[src/lgs_pkg.sv]
`timescale 1ns / 1ps
// Package for the LED grid GRB serializer: grid geometry, frame sizes,
// command and error codes, pixel type. No dependencies.
package lgs_pkg;

    // Grid geometry
    localparam int GRID_SIDE    = 5;
    localparam int LED_TOTAL    = 25;
    localparam int BITS_PER_LED = 24;
    localparam int FRAME_BITS   = LED_TOTAL * BITS_PER_LED;
    localparam int POS_W        = $clog2(FRAME_BITS);
    localparam int COORD_W      = 8;
    localparam int IDX_W        = 16;

    // Field widths
    localparam int FUNC_W  = 3;
    localparam int COLOR_W = 8;
    localparam int DUTY_W  = 16;
    localparam int ERR_W   = 2;
    localparam int CFG_IDX_W = 1;

    // Command codes
    localparam logic [FUNC_W-1:0] FUNC_WRITE = 3'd0;
    localparam logic [FUNC_W-1:0] FUNC_FILL  = 3'd1;
    localparam logic [FUNC_W-1:0] FUNC_CLEAR = 3'd2;
    localparam logic [FUNC_W-1:0] FUNC_START = 3'd3;
    localparam logic [FUNC_W-1:0] FUNC_TICK  = 3'd4;
    localparam logic [FUNC_W-1:0] FUNC_RDERR = 3'd5;

    // Error codes
    localparam logic [ERR_W-1:0] ERR_NONE   = 2'd0;
    localparam logic [ERR_W-1:0] ERR_COORDS = 2'd1;
    localparam logic [ERR_W-1:0] ERR_BUSY   = 2'd2;

    // Configuration register indexes and reset values
    localparam logic [CFG_IDX_W-1:0] REG_ONE_DUTY  = 1'd0;
    localparam logic [CFG_IDX_W-1:0] REG_ZERO_DUTY = 1'd1;
    localparam logic [DUTY_W-1:0]    ONE_DUTY_RST  = 16'd58;
    localparam logic [DUTY_W-1:0]    ZERO_DUTY_RST = 16'd29;

    // One pixel, packed red, green, blue
    typedef logic [3*COLOR_W-1:0] pixel_t;

endpackage

[src/led_grid_grb_pwm_serializer_top.sv]
`timescale 1ns / 1ps
// Top level of the LED grid GRB serializer: pixel grid, frame shift register,
// bit counter and result register. Depends on lgs_pkg.
//
//  channel  direction  handshake           payload
//  in       to block   in_valid/in_stall   func column row red green blue
//  out      from block out_valid/out_stall duty_value duty_valid frame_last
//                                          busy_flag error_code
//  cfg      to block   cfg_we              cfg_index cfg_data
//
// Every command yields one result, registered in the output register the
// cycle after it is accepted; one transaction per cycle while out_stall stays low.
// A frame shifts out of a 600-bit shift register, one bit per tick command.
// in_stall is high only while a result is held and out_stall is high.
// rst_n clears the grid, busy, the bit counter and the error, and sets the duty values to their reset values;
// the frame shift register is loaded on each start and needs no reset.
module led_grid_grb_pwm_serializer_top
(
    input  logic                                clk,
    input  logic                                rst_n,
    input  logic                                in_valid,
    output logic                                in_stall,
    input  logic [lgs_pkg::FUNC_W-1:0]          func,
    input  logic [lgs_pkg::COORD_W-1:0]         column,
    input  logic [lgs_pkg::COORD_W-1:0]         row,
    input  logic [lgs_pkg::COLOR_W-1:0]         red,
    input  logic [lgs_pkg::COLOR_W-1:0]         green,
    input  logic [lgs_pkg::COLOR_W-1:0]         blue,
    output logic                                out_valid,
    input  logic                                out_stall,
    output logic [lgs_pkg::DUTY_W-1:0]          duty_value,
    output logic                                duty_valid,
    output logic                                frame_last,
    output logic                                busy_flag,
    output logic [lgs_pkg::ERR_W-1:0]           error_code,
    input  logic                                cfg_we,
    input  logic [lgs_pkg::CFG_IDX_W-1:0]       cfg_index,
    input  logic [lgs_pkg::DUTY_W-1:0]          cfg_data
);

    localparam int FB = lgs_pkg::FRAME_BITS;
    localparam int BL = lgs_pkg::BITS_PER_LED;
    localparam int CW = lgs_pkg::COLOR_W;

    logic                          in_fire;
    lgs_pkg::pixel_t               pixel_reg [lgs_pkg::LED_TOTAL];
    logic [FB-1:0]                 frame_reg;
    logic [FB-1:0]                 frame_load;
    logic [lgs_pkg::POS_W-1:0]     pos_reg;
    logic [lgs_pkg::POS_W-1:0]     pos_next;
    logic                          busy_reg;
    logic                          busy_next;
    logic [lgs_pkg::ERR_W-1:0]     err_reg;
    logic [lgs_pkg::ERR_W-1:0]     err_next;
    logic [lgs_pkg::DUTY_W-1:0]    one_duty_reg;
    logic [lgs_pkg::DUTY_W-1:0]    zero_duty_reg;
    logic                          out_valid_reg;
    logic [lgs_pkg::DUTY_W-1:0]    duty_reg;
    logic [lgs_pkg::DUTY_W-1:0]    duty_next;
    logic                          dvalid_reg;
    logic                          dvalid_next;
    logic                          last_reg;
    logic                          last_next;
    logic [lgs_pkg::ERR_W-1:0]     ecode_reg;
    logic [lgs_pkg::ERR_W-1:0]     ecode_next;
    logic                          busy_out_reg;
    logic [lgs_pkg::IDX_W-1:0]     pix_idx;
    logic                          coord_ok;
    logic                          do_write;
    logic                          do_fill;
    logic                          do_clear;
    logic                          do_load;
    logic                          do_shift;
    lgs_pkg::pixel_t               new_pixel;

    // Accept a transaction whenever the result slot is free or being drained
    assign in_stall = out_valid_reg && out_stall;
    assign in_fire  = in_valid && !in_stall;

    // Decode the pixel address and bounds check
    assign pix_idx   = lgs_pkg::IDX_W'(row) * lgs_pkg::IDX_W'(lgs_pkg::GRID_SIDE)
                     + lgs_pkg::IDX_W'(column);
    assign coord_ok  = (column < lgs_pkg::COORD_W'(lgs_pkg::GRID_SIDE))
                    && (row < lgs_pkg::COORD_W'(lgs_pkg::GRID_SIDE))
                    && (pix_idx < lgs_pkg::IDX_W'(lgs_pkg::LED_TOTAL));
    assign new_pixel = {red, green, blue};

    // Command decode, result and next state
    always_comb
    begin
        pos_next    = pos_reg;
        busy_next   = busy_reg;
        err_next    = err_reg;
        duty_next   = '0;
        dvalid_next = 1'b0;
        last_next   = 1'b0;
        ecode_next  = lgs_pkg::ERR_NONE;
        do_write    = 1'b0;
        do_fill     = 1'b0;
        do_clear    = 1'b0;
        do_load     = 1'b0;
        do_shift    = 1'b0;
        unique case (func)
            lgs_pkg::FUNC_WRITE:
            begin
                if (coord_ok)
                    do_write = 1'b1;
                else
                    err_next = lgs_pkg::ERR_COORDS;
            end
            lgs_pkg::FUNC_FILL:  do_fill  = 1'b1;
            lgs_pkg::FUNC_CLEAR: do_clear = 1'b1;
            lgs_pkg::FUNC_START:
            begin
                if (busy_reg)
                    err_next = lgs_pkg::ERR_BUSY;
                else
                begin
                    do_load   = 1'b1;
                    pos_next  = '0;
                    busy_next = 1'b1;
                end
            end
            lgs_pkg::FUNC_TICK:
            begin
                if (busy_reg)
                begin
                    do_shift    = 1'b1;
                    dvalid_next = 1'b1;
                    duty_next   = frame_reg[FB-1] ? one_duty_reg : zero_duty_reg;
                    if (pos_reg == lgs_pkg::POS_W'(FB - 1))
                    begin
                        last_next = 1'b1;
                        busy_next = 1'b0;
                        pos_next  = '0;
                    end
                    else
                        pos_next = pos_reg + lgs_pkg::POS_W'(1);
                end
            end
            lgs_pkg::FUNC_RDERR:
            begin
                ecode_next = err_reg;
                err_next   = lgs_pkg::ERR_NONE;
            end
            default: ;
        endcase
    end

    // Build the frame image in send order: per LED green, red, blue, MSB first
    generate
        for (genvar i = 0; i < lgs_pkg::LED_TOTAL; i++)
        begin : g_load
            assign frame_load[FB-1-BL*i -: BL] =
                {pixel_reg[i][CW +: CW], pixel_reg[i][2*CW +: CW], pixel_reg[i][0 +: CW]};
        end
    endgenerate

    // Pixel grid: each entry decodes its own address
    generate
        for (genvar i = 0; i < lgs_pkg::LED_TOTAL; i++)
        begin : g_pix
            always_ff @(posedge clk or negedge rst_n)
            begin
                if (!rst_n)
                    pixel_reg[i] <= '0;
                else if (in_fire)
                begin
                    if (do_clear)
                        pixel_reg[i] <= '0;
                    else if (do_fill)
                        pixel_reg[i] <= new_pixel;
                    else if (do_write && (pix_idx == lgs_pkg::IDX_W'(i)))
                        pixel_reg[i] <= new_pixel;
                end
            end
        end
    endgenerate

    // Frame shift register: load on start, advance one bit per tick
    always_ff @(posedge clk)
    begin
        if (in_fire && do_load)
            frame_reg <= frame_load;
        else if (in_fire && do_shift)
            frame_reg <= {frame_reg[FB-2:0], 1'b0};
    end

    // Control state
    always_ff @(posedge clk or negedge rst_n)
    begin
        if (!rst_n)
        begin
            pos_reg  <= '0;
            busy_reg <= 1'b0;
            err_reg  <= lgs_pkg::ERR_NONE;
        end
        else if (in_fire)
        begin
            pos_reg  <= pos_next;
            busy_reg <= busy_next;
            err_reg  <= err_next;
        end
    end

    // Configuration registers
    always_ff @(posedge clk or negedge rst_n)
    begin
        if (!rst_n)
        begin
            one_duty_reg  <= lgs_pkg::ONE_DUTY_RST;
            zero_duty_reg <= lgs_pkg::ZERO_DUTY_RST;
        end
        else if (cfg_we)
        begin
            if (cfg_index == lgs_pkg::REG_ONE_DUTY)
                one_duty_reg <= cfg_data;
            if (cfg_index == lgs_pkg::REG_ZERO_DUTY)
                zero_duty_reg <= cfg_data;
        end
    end

    // Result register: hold while stalled, drop once taken
    always_ff @(posedge clk or negedge rst_n)
    begin
        if (!rst_n)
            out_valid_reg <= 1'b0;
        else if (in_fire)
            out_valid_reg <= 1'b1;
        else if (!out_stall)
            out_valid_reg <= 1'b0;
    end

    always_ff @(posedge clk)
    begin
        if (in_fire)
        begin
            duty_reg   <= duty_next;
            dvalid_reg <= dvalid_next;
            last_reg   <= last_next;
            ecode_reg  <= ecode_next;
        end
    end

    always_ff @(posedge clk)
    begin
        if (in_fire)
            busy_out_reg <= busy_next;
    end

    assign out_valid  = out_valid_reg;
    assign duty_value = duty_reg;
    assign duty_valid = dvalid_reg;
    assign frame_last = last_reg;
    assign busy_flag  = busy_out_reg;
    assign error_code = ecode_reg;

    // Checks
    a_last_ends_busy: assert property (@(posedge clk) disable iff (!rst_n)
        (out_valid && frame_last) |-> (!busy_flag && duty_valid))
        else $error("frame_last with busy still set");

    a_pos_range: assert property (@(posedge clk) disable iff (!rst_n)
        busy_reg |-> (pos_reg <= lgs_pkg::POS_W'(FB - 1)))
        else $error("bit counter out of range");

    a_idle_pos: assert property (@(posedge clk) disable iff (!rst_n)
        !busy_reg |-> (pos_reg == '0))
        else $error("bit counter not cleared while idle");

    a_no_bit_zero: assert property (@(posedge clk) disable iff (!rst_n)
        (out_valid && !duty_valid) |-> (duty_value == '0 && !frame_last))
        else $error("duty value without a transmitted bit");

    a_tick_emits: assert property (@(posedge clk) disable iff (!rst_n)
        (in_fire && busy_reg && func == lgs_pkg::FUNC_TICK) |=> (out_valid && duty_valid))
        else $error("tick while busy gave no bit");

endmodule

[config.mk]
export PLATFORM = sky130hd
export DESIGN_NAME = led_grid_grb_pwm_serializer_top
export DESIGN_NICKNAME = d
export VERILOG_FILES = /design/src/lgs_pkg.sv /design/src/led_grid_grb_pwm_serializer_top.sv
export SDC_FILE = /design/constraint.sdc
export NUM_CORES = 2
export LEC_CHECK = 0
export BUFFER_PORTS_ARGS = -buffer_cell sky130_fd_sc_hd__buf_2
export CAP_MARGIN = 10
export CORE_UTILIZATION = 40
export CTS_BUF_LIST = sky130_fd_sc_hd__clkbuf_8
export DETAILED_ROUTE_END_ITERATION = 10
export SLEW_MARGIN = 20
export SYNTH_ARGS = -nofsm -noshare
export SYNTH_HDL_FRONTEND = slang
export SYNTH_SLANG_ARGS = --single-unit
[constraint.sdc]
create_clock -name clk -period 18.3 [get_ports clk]
set_input_delay 0.915 -clock clk [delete_from_list [all_inputs] [get_ports clk]]
set_output_delay 0.915 -clock clk [all_outputs]
set_load 0.1 [all_outputs]
==> impl_metrics.env <==
export IMPL_fin_cells=5081
export IMPL_synthCells=2995
export IMPL_rows=132
export IMPL_routedWlPerCell_um=22.0
export IMPL_design_core_area_um2=130000
export IMPL_slew_violations=0
export IMPL_insertion_delay_ns=0.86
export IMPL_fin_nets=3253
export IMPL_max_vdd_ir_drop_uv=54.9
export IMPL_fillers=11200
export IMPL_die_area_um2=133000
export IMPL_post_route_min_period_ns=6.52
export IMPL_io_pin_count=88
export IMPL_antenna_found_initial=12
export IMPL_cp_slowest_cell="buf_4"
export IMPL_cp_cell_sequence="nand2_1 > nand2_2 > inv_2 > nand2_1 > inv_8 > buf_4 > buf_4 > buf_4"
export IMPL_drcViolationCount=0
export IMPL_end_kind="register"
export IMPL_hold_class="in -> async"
export IMPL_post_cts_buffers=0
export IMPL_worst_pin_slew_ns=1.08
export IMPL_grt_overflow_total=0
export IMPL_avgSynthCellArea_um2=17.6
export IMPL_worstPathArrival_ns=6.98
export IMPL_tritoncts="done"
export IMPL_die_w_um=365
export IMPL_syn_area_um2=52700
export IMPL_dp_worst_setup_slack_ns=11.11
export IMPL_cts_buffer_depth=3
export IMPL_dp_hpwl_um=56200
export IMPL_cap_viol_max_count=0
export IMPL_drt_total_wl_um=112000
export IMPL_ant_nets=0
export IMPL_final_hold_viol_count=0
export IMPL_grt_usage=0.172
export IMPL_clkSlewWorstSetupHoldPaths_ns=0.06
export IMPL_areaGrowthSynthToFinish_pct=12.0
export IMPL_crit_path_max_incr_delay_ns=0.94
export IMPL_cts_resized=0
export IMPL_grt_pass1_vias=28800
export IMPL_synth_top_area_share=0.354
export IMPL_cts_buffers_inserted=200
export IMPL_grt_pass1_wl_um=175000
export IMPL_initial_utilization=0.405
export IMPL_synth_cell_types=58
export IMPL_start_kind="register"
export IMPL_setup_viol=0
export IMPL_power_density_nw_per_um2=115
export IMPL_layout_setup_ws_ns=11.79
export IMPL_synthArstFlopShare=0.510
export IMPL_status="finished clean"
export IMPL_vias=26100
export IMPL_cts_hold_buf=0
export IMPL_io_buffers=87
export IMPL_grt_max_degree=194
export IMPL_post_route_period_util=0.356
export IMPL_clock_fmax_mhz=153
export IMPL_firstDrtPassIters=5
export IMPL_yosysTopAreaCell="edfxtp_1"
export IMPL_synth_warning_count=0
export IMPL_synth_area_leaders="edfxtp_1 (35%), dfrtp_1 (30%), mux2_2 (18%), mux2_1 (5.0%), mux2_4 (4.0%)"
export IMPL_finalWeightedCongestion=0.778
export IMPL_synth_seq_area_share=0.661
export IMPL_ys_seq_elements=1267
export IMPL_critPathMaxFanout=122
export IMPL_rsz0062_at_grt="no"
export IMPL_cts_sinks=1267
export IMPL_dr_first_iter_drc_count=1860
export IMPL_dieHeight_um=365
export IMPL_synth_edf_count=621
export IMPL_p_leak_nw=23.1
export IMPL_drive_gt1_frac=0.448
export IMPL_finalClockSkew_ns=0.0395
export IMPL_ys_flop_type="dfrtp_1"
export IMPL_fin_setup_tns_ns=0
export IMPL_vias_per_cell=5.13
export IMPL_htree_num_levels=4
export IMPL_maxSlewHeadroom=0.281
export IMPL_layout_common_cells="mux2_2 (859), dfrtp_1 (638), edfxtp_1 (621)"
export IMPL_dp_cells=4698
export IMPL_path_class="reg -> reg"
export IMPL_cp_common_cell="buf_4"
export IMPL_mostFrequentLayoutCell="mux2_2"
export IMPL_cts_root_buffer="clkbuf_8"
export IMPL_crit_required_ns=18.76
export IMPL_syn_nets=3086
==> critical path, delay by kind of cell, from the launching register on <==
family	cells	cell delay [ns]
DFF	1	0.37
and+or+nand+nor	3	1.20
buffers and inverters	5	4.20
==> power breakdown <==
part,internal [mW],total [mW],switching [mW]
clock network,1.25,2.37,1.12
logic,0.429,0.811,0.382
registers,3.44,3.63,0.194
total,5.12,6.81,1.69
==> logic make-up (layout without fill, tap and decap cells) <==
group | count (synthesis) | in the layout | share of synthesized area
buffers and inverters | 213 | 555 | 0.0231
and+or+nand+nor | 165 | 165 | 0.0192
AOI/OAI and AO/OA | 63 | 63 | 0.0113
adders and majority gates | 26 | 26 | 0.00703
xor gates and xnor gates | 11 | 11 | 0.00183
other | 0 | 2 | 0
muxes | 1250 | 1250 | 0.277
DFF | 1267 | 1267 | 0.661
==> metal layers <==
metal,vias to the layer above,global-route usage,share of wire
li1,11500,-,-
met1,13800,0.227,0.44
met2,540,0.287,0.49
met3,203,0.0335,0.048
met4,0,0.0509,0.021
met5,-,0,0
==> synthesized netlist by cell type (all sizes together) (7+ instances only) <==
master  count
a21oi      26
nor2b      27
inv        28
dfstp       8
buf        60
nand3       7
and3       10
nand2      25
mux2     1231
edfxtp    621
ha         20
mux2i      19
nor2       41
o21ai      19
nand4      21
clkbuf    125
dfrtp     638
nor3        8
==> metrics by stage <==
step                cell area (um^2)  utilization  power (mW)  hold slack (ns)
floorplan                      52700            -        4.27            0.452
global placement               54900        0.422        4.43            0.461
detailed placement             54900        0.422        4.50            0.468
CTS                            58900        0.453        6.90           0.0922
global route                   59000        0.454        7.13            0.133
finish                         59000        0.454        6.81           0.0735
==> worst paths after layout <==
path                                        startpoint                          end  slack, ns  cells past startpoint
min reg2reg                frame_load[247]$_DFFE_PN0P_  frame_load[247]$_DFFE_PN0P_       0.48                      1
min                                              rst_n  frame_load[470]$_DFFE_PN0P_       0.07                      1
max                              out_valid$_DFFE_PN0P_     frame_reg[252]$_DFFE_PP_      11.79                      8
min in group clk                              in_valid        out_valid$_DFFE_PN0P_       0.31                      2
max in group asynchronous                        rst_n  frame_load[105]$_DFFE_PN0P_      15.06                      4
max reg2reg                      out_valid$_DFFE_PN0P_     frame_reg[252]$_DFFE_PP_      11.79                      8
==> final cells by class <==
cell class / instances / area (um^2) / share of cell area
antenna: 2 / 5.00 / 0.0000848
multi-input combinational: 1515 / 16900 / 0.286
clock buffer: 234 / 3220 / 0.0546
inverter: 28 / 113 / 0.00191
timing repair buffer: 150 / 1030 / 0.0174
clock inverter: 143 / 782 / 0.0132
tap: 1742 / 2180 / 0.0369
sequential: 1267 / 34800 / 0.590
Note: power is estimated with default switching activity, not from simulation.
